`config.mk`:
```
export PLATFORM = sky130hd
export DESIGN_NAME = rotated_stripe_pattern
export DESIGN_NICKNAME = d
export VERILOG_FILES = /design/src/rtl/core/rsp_pkg.sv /design/src/rtl/core/rotated_stripe_pattern.sv
export SDC_FILE = /design/constraint.sdc
export NUM_CORES = 2
export LEC_CHECK = 0
export ABC_AREA = 1
export BUFFER_PORTS_ARGS = -buffer_cell sky130_fd_sc_hd__buf_4
export CAP_MARGIN = 10
export CELL_PAD_IN_SITES_DETAIL_PLACEMENT = 1
export CELL_PAD_IN_SITES_GLOBAL_PLACEMENT = 2
export CORE_MARGIN = 2
export CORE_UTILIZATION = 42
export CTS_BUF_LIST = sky130_fd_sc_hd__clkbuf_8 sky130_fd_sc_hd__clkbuf_16
export DETAILED_ROUTE_END_ITERATION = 8
export GPL_TIMING_DRIVEN = 0
export PLACE_DENSITY_LB_ADDON = 0.1
export SETUP_SLACK_MARGIN = 0.5
export SYNTH_ARGS = -nofsm -noshare
export SYNTH_HDL_FRONTEND = slang
export SYNTH_SLANG_ARGS = --single-unit
```
`constraint.sdc`:
```
create_clock -name clk -period 16.7 [get_ports clk]
set_input_delay 1.67 -clock clk [delete_from_list [all_inputs] [get_ports clk]]
set_output_delay 1.67 -clock clk [all_outputs]
set_load 0.1 [all_outputs]
```
`src/rtl/core/rsp_pkg.sv`:
```
`default_nettype none

package rsp_pkg;

  // fixed point and field widths
  localparam int FRAC_BITS  = 16;
  localparam int COL_W      = 12;
  localparam int PIX_W      = 32;
  localparam int LEN_W      = 13;
  localparam int ANG_W      = 17;
  localparam int RGB_W      = 24;
  localparam int X_W        = 14;
  localparam int PROD_W     = 32;
  localparam int DIST_W     = 15;
  localparam int SHIFT_W    = DIST_W + 1;
  localparam int PER_W      = LEN_W + 1;

  // port widths
  localparam int IN_TDATA_W  = 2 * COL_W + PIX_W;
  localparam int OUT_TDATA_W = PIX_W;
  localparam int REG_IDX_W   = 3;
  localparam int CFG_W       = RGB_W;

  // remainder pipeline: DIV_STAGES * DIV_PER_STG must equal DIST_W
  localparam int DIV_STAGES  = 5;
  localparam int DIV_PER_STG = 3;

  localparam logic [7:0] OPAQUE_ALPHA = 8'hFF;

  // register indexes
  localparam logic [REG_IDX_W-1:0] REG_LINE   = 3'd0;
  localparam logic [REG_IDX_W-1:0] REG_GAP    = 3'd1;
  localparam logic [REG_IDX_W-1:0] REG_OFFSET = 3'd2;
  localparam logic [REG_IDX_W-1:0] REG_COS    = 3'd3;
  localparam logic [REG_IDX_W-1:0] REG_SIN    = 3'd4;
  localparam logic [REG_IDX_W-1:0] REG_MIRROR = 3'd5;
  localparam logic [REG_IDX_W-1:0] REG_FILL   = 3'd6;
  localparam logic [REG_IDX_W-1:0] REG_WIDTH  = 3'd7;

  // register reset values
  localparam logic [ANG_W-1:0] COS_RST   = 17'd65536;
  localparam logic [RGB_W-1:0] FILL_RST  = 24'hFF6432;
  localparam logic [LEN_W-1:0] WIDTH_RST = 13'd4096;

  typedef logic [DIST_W-1:0] rem_t;
  typedef logic [PER_W-1:0]  per_t;

  // one restoring step: take per << sh off rem if it fits
  function automatic rem_t div_step(rem_t rem, per_t per, int unsigned sh);
    rem_t hi;
    rem_t per_ext;
    hi      = rem >> sh;
    per_ext = rem_t'(per);
    if (hi >= per_ext)
      div_step = rem - (per_ext << sh);
    else
      div_step = rem;
  endfunction

endpackage

`default_nettype wire

```
`src/rtl/core/rotated_stripe_pattern.sv`:
```
`default_nettype none

// channel  | direction | fields (lowest bit first)
// ---------+-----------+-------------------------------------------------
// in_      | slave     | tdata: column[11:0], row[23:12], source_pixel[55:24]
// out_     | master    | tdata: pixel_out[31:0]; tuser: in_stripe
// cfg_     | write     | cfg_index selects register, cfg_data its value
//
// one item per clock sustained while out_tready holds, ten register stages from accept to out_tvalid
// stages: mirror, two multipliers, sum and abs, offset, five remainder stages
// (three restoring steps each), output register
// rst_n is synchronous; it clears valid bits and restores register defaults
// each stage holds its item only while the stage after it is full and stalled,
// so bubbles close up; in_tready drops only once all ten stages hold items
// and the output is stalled

module rotated_stripe_pattern
  import rsp_pkg::*;
(
  input  logic                   clk,
  input  logic                   rst_n,
  input  logic                   in_tvalid,
  output logic                   in_tready,
  input  logic [IN_TDATA_W-1:0]  in_tdata,   // column, row, source_pixel
  output logic                   out_tvalid,
  input  logic                   out_tready,
  output logic [OUT_TDATA_W-1:0] out_tdata,  // pixel_out
  output logic                   out_tuser,  // in_stripe
  input  logic                   cfg_we,
  input  logic [REG_IDX_W-1:0]   cfg_index,
  input  logic [CFG_W-1:0]       cfg_data
);

  localparam int DIV_FIRST = 4;
  localparam int OUT_STG   = DIV_FIRST + DIV_STAGES;
  localparam int STG_N     = OUT_STG + 1;
  localparam int DIV_LAST  = DIV_STAGES - 1;

  // configuration registers
  logic        [LEN_W-1:0] line_r;
  logic        [LEN_W-1:0] gap_r;
  logic signed [LEN_W-1:0] offset_r;
  logic        [ANG_W-1:0] cos_r;
  logic        [ANG_W-1:0] sin_r;
  logic                    mirror_r;
  logic        [RGB_W-1:0] fill_r;
  logic        [LEN_W-1:0] width_r;

  always_ff @(posedge clk) begin
    if (!rst_n) begin
      line_r   <= '0;
      gap_r    <= '0;
      offset_r <= '0;
      cos_r    <= COS_RST;
      sin_r    <= '0;
      mirror_r <= 1'b0;
      fill_r   <= FILL_RST;
      width_r  <= WIDTH_RST;
    end else if (cfg_we) begin
      unique case (cfg_index)
        REG_LINE:   line_r   <= cfg_data[LEN_W-1:0];
        REG_GAP:    gap_r    <= cfg_data[LEN_W-1:0];
        REG_OFFSET: offset_r <= cfg_data[LEN_W-1:0];
        REG_COS:    cos_r    <= cfg_data[ANG_W-1:0];
        REG_SIN:    sin_r    <= cfg_data[ANG_W-1:0];
        REG_MIRROR: mirror_r <= cfg_data[0];
        REG_FILL:   fill_r   <= cfg_data[RGB_W-1:0];
        REG_WIDTH:  width_r  <= cfg_data[LEN_W-1:0];
        default: ;
      endcase
    end
  end

  // period of the pattern, zero disables painting
  per_t period;
  assign period = per_t'(line_r) + per_t'(gap_r);

  // valid bits and per-stage ready chain
  logic [STG_N-1:0] vld_r;
  logic [STG_N-1:0] rdy;

  always_comb begin
    rdy[OUT_STG] = !vld_r[OUT_STG] || out_tready;
    for (int k = OUT_STG - 1; k >= 0; k--) begin
      rdy[k] = !vld_r[k] || rdy[k+1];
    end
  end

  assign in_tready = rdy[0];

  always_ff @(posedge clk) begin
    if (!rst_n) begin
      vld_r <= '0;
    end else begin
      if (rdy[0]) vld_r[0] <= in_tvalid;
      for (int k = 1; k < STG_N; k++) begin
        if (rdy[k]) vld_r[k] <= vld_r[k-1];
      end
    end
  end

  // unpack the input item
  logic [COL_W-1:0] in_col;
  logic [COL_W-1:0] in_row;
  logic [PIX_W-1:0] in_src;
  assign in_col = in_tdata[COL_W-1:0];
  assign in_row = in_tdata[2*COL_W-1:COL_W];
  assign in_src = in_tdata[IN_TDATA_W-1:2*COL_W];

  // source pixel rides along every stage ahead of the output register
  logic [PIX_W-1:0] src_r [OUT_STG];

  // stage 0: reflected column, may go negative
  logic signed [X_W-1:0]   x_r, x_nxt;
  logic        [COL_W-1:0] row_r;

  assign x_nxt = mirror_r ? (X_W'(width_r) - X_W'(in_col) - X_W'(1)) : X_W'(in_col);

  // stage 1: the two projections
  logic signed [PROD_W-1:0] px_r, px_nxt;
  logic        [PROD_W-1:0] py_r, py_nxt;

  assign px_nxt = $signed({{(PROD_W-X_W){x_r[X_W-1]}}, x_r})
                * $signed({{(PROD_W-ANG_W){1'b0}}, cos_r});
  assign py_nxt = {{(PROD_W-COL_W){1'b0}}, row_r} * {{(PROD_W-ANG_W){1'b0}}, sin_r};

  // stage 2: magnitude of the sum, integer part
  logic signed [PROD_W-1:0] proj;
  logic        [PROD_W-1:0] mag;
  logic        [DIST_W-1:0] dist_r, dist_nxt;

  assign proj     = px_r + $signed(py_r);
  assign mag      = proj[PROD_W-1] ? PROD_W'(-proj) : PROD_W'(proj);
  assign dist_nxt = mag[FRAC_BITS +: DIST_W];

  // stage 3: apply offset, negative distances never paint
  logic signed [SHIFT_W-1:0] shifted;
  logic signed [SHIFT_W-1:0] shift_r;
  assign shifted = $signed({1'b0, dist_r})
                 - $signed({{(SHIFT_W-LEN_W){offset_r[LEN_W-1]}}, offset_r});

  // stages 4..8: restoring remainder, three quotient bits per stage
  rem_t div_rem_r  [DIV_STAGES];
  logic div_cand_r [DIV_STAGES];
  rem_t div_rem_nxt [DIV_STAGES];

  always_comb begin
    rem_t r;
    for (int k = 0; k < DIV_STAGES; k++) begin
      r = (k == 0) ? rem_t'(shift_r[DIST_W-1:0]) : div_rem_r[(k == 0) ? 0 : k-1];
      for (int j = 0; j < DIV_PER_STG; j++) begin
        r = div_step(r, period, DIST_W - 1 - (k * DIV_PER_STG + j));
      end
      div_rem_nxt[k] = r;
    end
  end

  // stage 9: output register
  logic             stripe_nxt;
  logic [PIX_W-1:0] pix_nxt;
  logic [PIX_W-1:0] pix_r;
  logic             stripe_r;

  assign stripe_nxt = div_cand_r[DIV_LAST] && (div_rem_r[DIV_LAST] > rem_t'(gap_r));
  assign pix_nxt    = stripe_nxt ? {fill_r, OPAQUE_ALPHA} : src_r[OUT_STG-1];

  always_ff @(posedge clk) begin
    if (rdy[0]) begin
      x_r      <= x_nxt;
      row_r    <= in_row;
      src_r[0] <= in_src;
    end
    for (int k = 1; k < OUT_STG; k++) begin
      if (rdy[k]) src_r[k] <= src_r[k-1];
    end
    if (rdy[1]) begin
      px_r <= px_nxt;
      py_r <= py_nxt;
    end
    if (rdy[2]) dist_r <= dist_nxt;
    if (rdy[3]) shift_r <= shifted;
    if (rdy[DIV_FIRST]) begin
      div_rem_r[0]  <= div_rem_nxt[0];
      div_cand_r[0] <= !shift_r[SHIFT_W-1] && (period != '0);
    end
    for (int k = 1; k < DIV_STAGES; k++) begin
      if (rdy[DIV_FIRST+k]) begin
        div_rem_r[k]  <= div_rem_nxt[k];
        div_cand_r[k] <= div_cand_r[k-1];
      end
    end
    if (rdy[OUT_STG]) begin
      pix_r    <= pix_nxt;
      stripe_r <= stripe_nxt;
    end
  end

  assign out_tvalid = vld_r[OUT_STG];
  assign out_tdata  = pix_r;
  assign out_tuser  = stripe_r;

  // an empty output register lets the whole chain move
  a_ready_when_out_empty : assert property (@(posedge clk) disable iff (!rst_n)
    !vld_r[OUT_STG] |-> in_tready)
    else $error("input stalled with empty output stage");

  // an accepted item lands in the first stage
  a_accept_fills_first : assert property (@(posedge clk) disable iff (!rst_n)
    (in_tvalid && in_tready) |=> vld_r[0])
    else $error("accepted item lost at first stage");

  // painted pixels carry opaque alpha
  a_stripe_opaque : assert property (@(posedge clk) disable iff (!rst_n)
    (out_tvalid && out_tuser) |-> (out_tdata[7:0] == OPAQUE_ALPHA))
    else $error("stripe pixel without opaque alpha");

endmodule

`default_nettype wire

```
==> metrics.md <==
| Metric | Value |
|---|---|
| Register area share after synthesis | `0.402` |
| Post-route cell area | `between 50000 and 60000 um^2` |
| Final Net Count | `between 5000 and 6000` |
| Wire per inst | `19.9 um` |
| Crit-path max FO | `13` |
| Unrepaired setup endpoints after global routing | `false` |
| Worst EP arrival | `~10 ns` |
| IO buf count | `120` |
| First-pass GRT wire length | `195000 um` |
| Std cell rows | `119` |
| Reg clk slew, reported paths | `0.06 ns` |
| Routed WL | `between 100000 and 150000 um` |
| GPL Wtd Cong | `0.851` |
| Top sig layer | `met5` |
| Failing checks | `DRC` |
| Synth cell types | `65` |
| Adder-cell share of the synthesized area | `0.257` |
| CP most frequent cell | `nand2_1` |
| CTS HTree Levels | `3` |
| Setup TNS | `0 ns` |
| Critical Path RT | `17.10 ns` |
| Synth Instances | `4653` |
| Synth Warn # | `0` |
| Worst Setup End Kind | `flip-flop` |
| Routed vias/inst | `5.02` |
| Area grow syn2layout | `12.3%` |
| Ports | `123` |
| Number of synthesized register bits | `640` |
| Met3 wire len | `roughly 3600 um` |
| Clk root buf | `clkbuf_16` |
| Post-CTS Resized | `0` |
| Initial antenna violation count | `6` |
| Average cell area after synthesis | `9.62 um^2` |
| Outcome | `finished, violations left` |
| Reg2Reg Setup Slack | `6.83 ns` |
| Setup bufs post-CTS | `0` |
| Largest net degree at the start of global routing | `64` |
| Largest area contributor in the netlist | `edfxtp_1` |
| Area of the multi-input gates | `23100 um^2` |
| Crit share post-route | `0.591` |
| Clock tree buffer depth | `3` |
| Worst Tran Pin Value | `~1.0 ns` |
| Crit path from | `line_r[2]` |
| Tmin final | `9.87 ns` |
| DIE HEIGHT | `between 300 and 400 um` |
| Die Area | `between 100000 and 150000 um^2` |
| XOR/XNOR Fraction of Synth Area | `0.0380` |
| DR DRC count | `12` |
| Filler cell count in the final layout | `about 12000` |
| Max_slew headroom | `0.304` |
| Main synth FF type | `edfxtp_1` |
| Dpl hpwl | `98500 um` |
| Cell Area, Synth | `44700 um^2` |
| Final hold violation count | `0` |
| Dpl cell area | `between 40000 and 50000 um^2` |
| Largest family of logic cells by synthesized area | `adder cells` |
| Final core utilization | `0.476` |
| DRT iter0 DRCs | `1381` |
| DR vias | `31700` |
| CP startpoint kind | `flip-flop` |
| Storage cell area | `approximately 18000 um^2` |
| Slew Limit Fails | `0` |
| Async S/R FF share, synth | `0` |
| Drt first pass iters | `7` |
| Wire length on met2 | `64300 um` |
| Simple-gate share of the synthesized area | `0.150` |
| Share of layout cells above drive strength 1 | `0.0859` |
| Final clock skew | `0.0556 ns` |
| Setup violators final | `0` |
| P_leak | `24.8 nW` |
| Cts bufs inserted | `73` |
| Top cells by area, synth | `edfxtp_1, fa_1, ha_1, nand2_1, inv_1` |
| Complex-gate fraction of the synthesized area | `0.0689` |
| Post-place setup slack | `6.85 ns` |
| CTS Hold Bufs | `0` |
| GR Overflow Total | `0` |
| Max stage delay on crit path | `0.67 ns` |
| Worst r2r path cells | `53` |
| CP max-delay cell | `inv_1` |
| CTS tree | `yes` |
| Gr usage total | `0.236` |
| Starting Density | `0.424` |
| Pwr dens | `about 190 nW/um^2` |
| Fmax | `101 MHz` |
| Critical hold path startpoint | `src_r[0][202]` |
| Core area | `~110000 um^2` |
| Die W | `330 um` |
| Power, Total | `9.61 mW` |
| Yosys top cell area share | `0.348` |
| Final antenna-violating net count | `0` |
| Hold Path End | `src_r[0][234]` |
| Reg-to-Reg End | `div_rem_r[0][66]` |
| Worst r2r src | `line_r[2]` |
| Post-synthesis mux area share | `0.000727` |
| Worst-skew pair later-pin latency | `0.66 ns` |
| HP Class | `flip-flop to flip-flop` |
| EDFF count, synth | `519` |
| Vias in the first global route | `33900` |
| Hold path depth | `0` |
| Final setup margin | `6.83 ns` |
| Clock sink count | `640` |
| Max-Cap Viols | `0` |
| Max VDD drop | `0.197 mV` |
| Met1 WL | `about 55000 um` |
| Synth Net Count | `5454` |
| Critical path type | `flip-flop to flip-flop` |
==> cells in the final DEF (no fill, tap or decap), types with 35 or more instances in the layout <==
master,synthesis,layout
fa_1,346,345
buf_4,1,121
xnor2_1,76,73
inv_1,810,818
nand2_1,1009,1008
nand3_1,112,112
clkbuf_16,0,76
ha_1,367,367
xor2_1,118,117
edfxtp_1,519,519
nor2_1,270,270
clkbuf_1,127,127
a21oi_1,217,217
o21ai_0,247,247
dfxtp_1,121,121
nand2_2,35,35
==> metrics by stage <==
stage / std cells / hold WS (ns)
after floorplan: 4653 / 0.400
after global placement: 6164 / 0.400
after detailed placement: 6177 / 0.405
after CTS: 6313 / 0.380
after global routing: 6314 / 0.392
final: 6316 / 0.383
==> registers in the layout (all words and copies together), names as in the netlist, 5 cells and up <==
signal      cells
x_r            14
py_r           29
width_r        13
line_r         13
sin_r          17
dist_r         15
div_cand_r      5
offset_r       13
vld_r          10
div_rem_r      75
fill_r         24
px_r           32
row_r          12
src_r         288
out_tdata      32
shift_r        16
cos_r          17
gap_r          13
==> cell families after synthesis <==
group                    Yosys count
AO/OA/AOI/OAI                    565
XOR/XNOR                         194
adder cells (fa/ha/maj)          713
AND/OR/NAND/NOR                 1567
multiplexers                       3
buffers and inverters            971
flip-flops                       640
==> worst max-delay path by stage <==
| stage | depth (start not counted) | endpoint |
|---|---|---|
| after global placement | 20 | in_tready |
| after global routing | 53 | div_rem_r[0][66] |
| after floorplan | 18 | in_tready |
| after detailed placement | 46 | div_rem_r[0][72] |
| after CTS | 23 | in_tready |
| final | 53 | div_rem_r[0][66] |
==> where the power goes <==
group	leakage, nW	switching, mW	total (mW)	internal, mW
clock network	1.28	0.704	1.65	0.942
registers	6.57	0.128	2.33	2.20
logic	16.9	3.64	5.64	1.99
==> cells in the mapped netlist (4+ instances only) <==
cell type,number
dfxtp_1,121
clkbuf_1,127
fa_1,346
nand3_2,22
nor2_4,4
o21ai_1,11
o31ai_1,8
nor2_1,270
inv_1,810
a211oi_1,6
o21ai_2,7
edfxtp_1,519
a21o_1,12
ha_1,367
buf_6,5
o21bai_1,14
nor2_2,7
xnor2_1,76
o21ai_0,247
o211ai_1,7
nor3_1,15
nand3_1,112
nand2_4,13
nor4_1,8
a31oi_1,13
nand3b_1,9
nand2_1,1009
a21oi_1,217
nand2_2,35
nand4_1,21
or2_2,26
inv_2,18
xor2_1,118
==> cell type report <==
class                   instances  area share
flip-flops and latches        640       0.359
inverters                     832      0.0623
clock inverters                53      0.0107
well taps                    1391      0.0347
plain buffers                 139      0.0113
repair buffers                133      0.0230
diodes                          3    0.000149
clock buffers                  83      0.0398
multi-input cells            3042       0.460
==> metal layers <==
layer  up-vias  track usage
met4         6       0.0529
met2       379        0.425
met1     15800        0.303
met5         -            0
li1      15300            -
met3       136       0.0265
==> critical path: cells and delay by family, from the launching register on <==
kind	cells	cell delay (ns)
flip-flops	1	0.34
adder cells (fa/ha/maj)	4	1.52
buffers and inverters	6	2.18
AO/OA/AOI/OAI	11	2.44
AND/OR/NAND/NOR	32	3.09
Note: power is estimated with default switching activity, not from simulation.
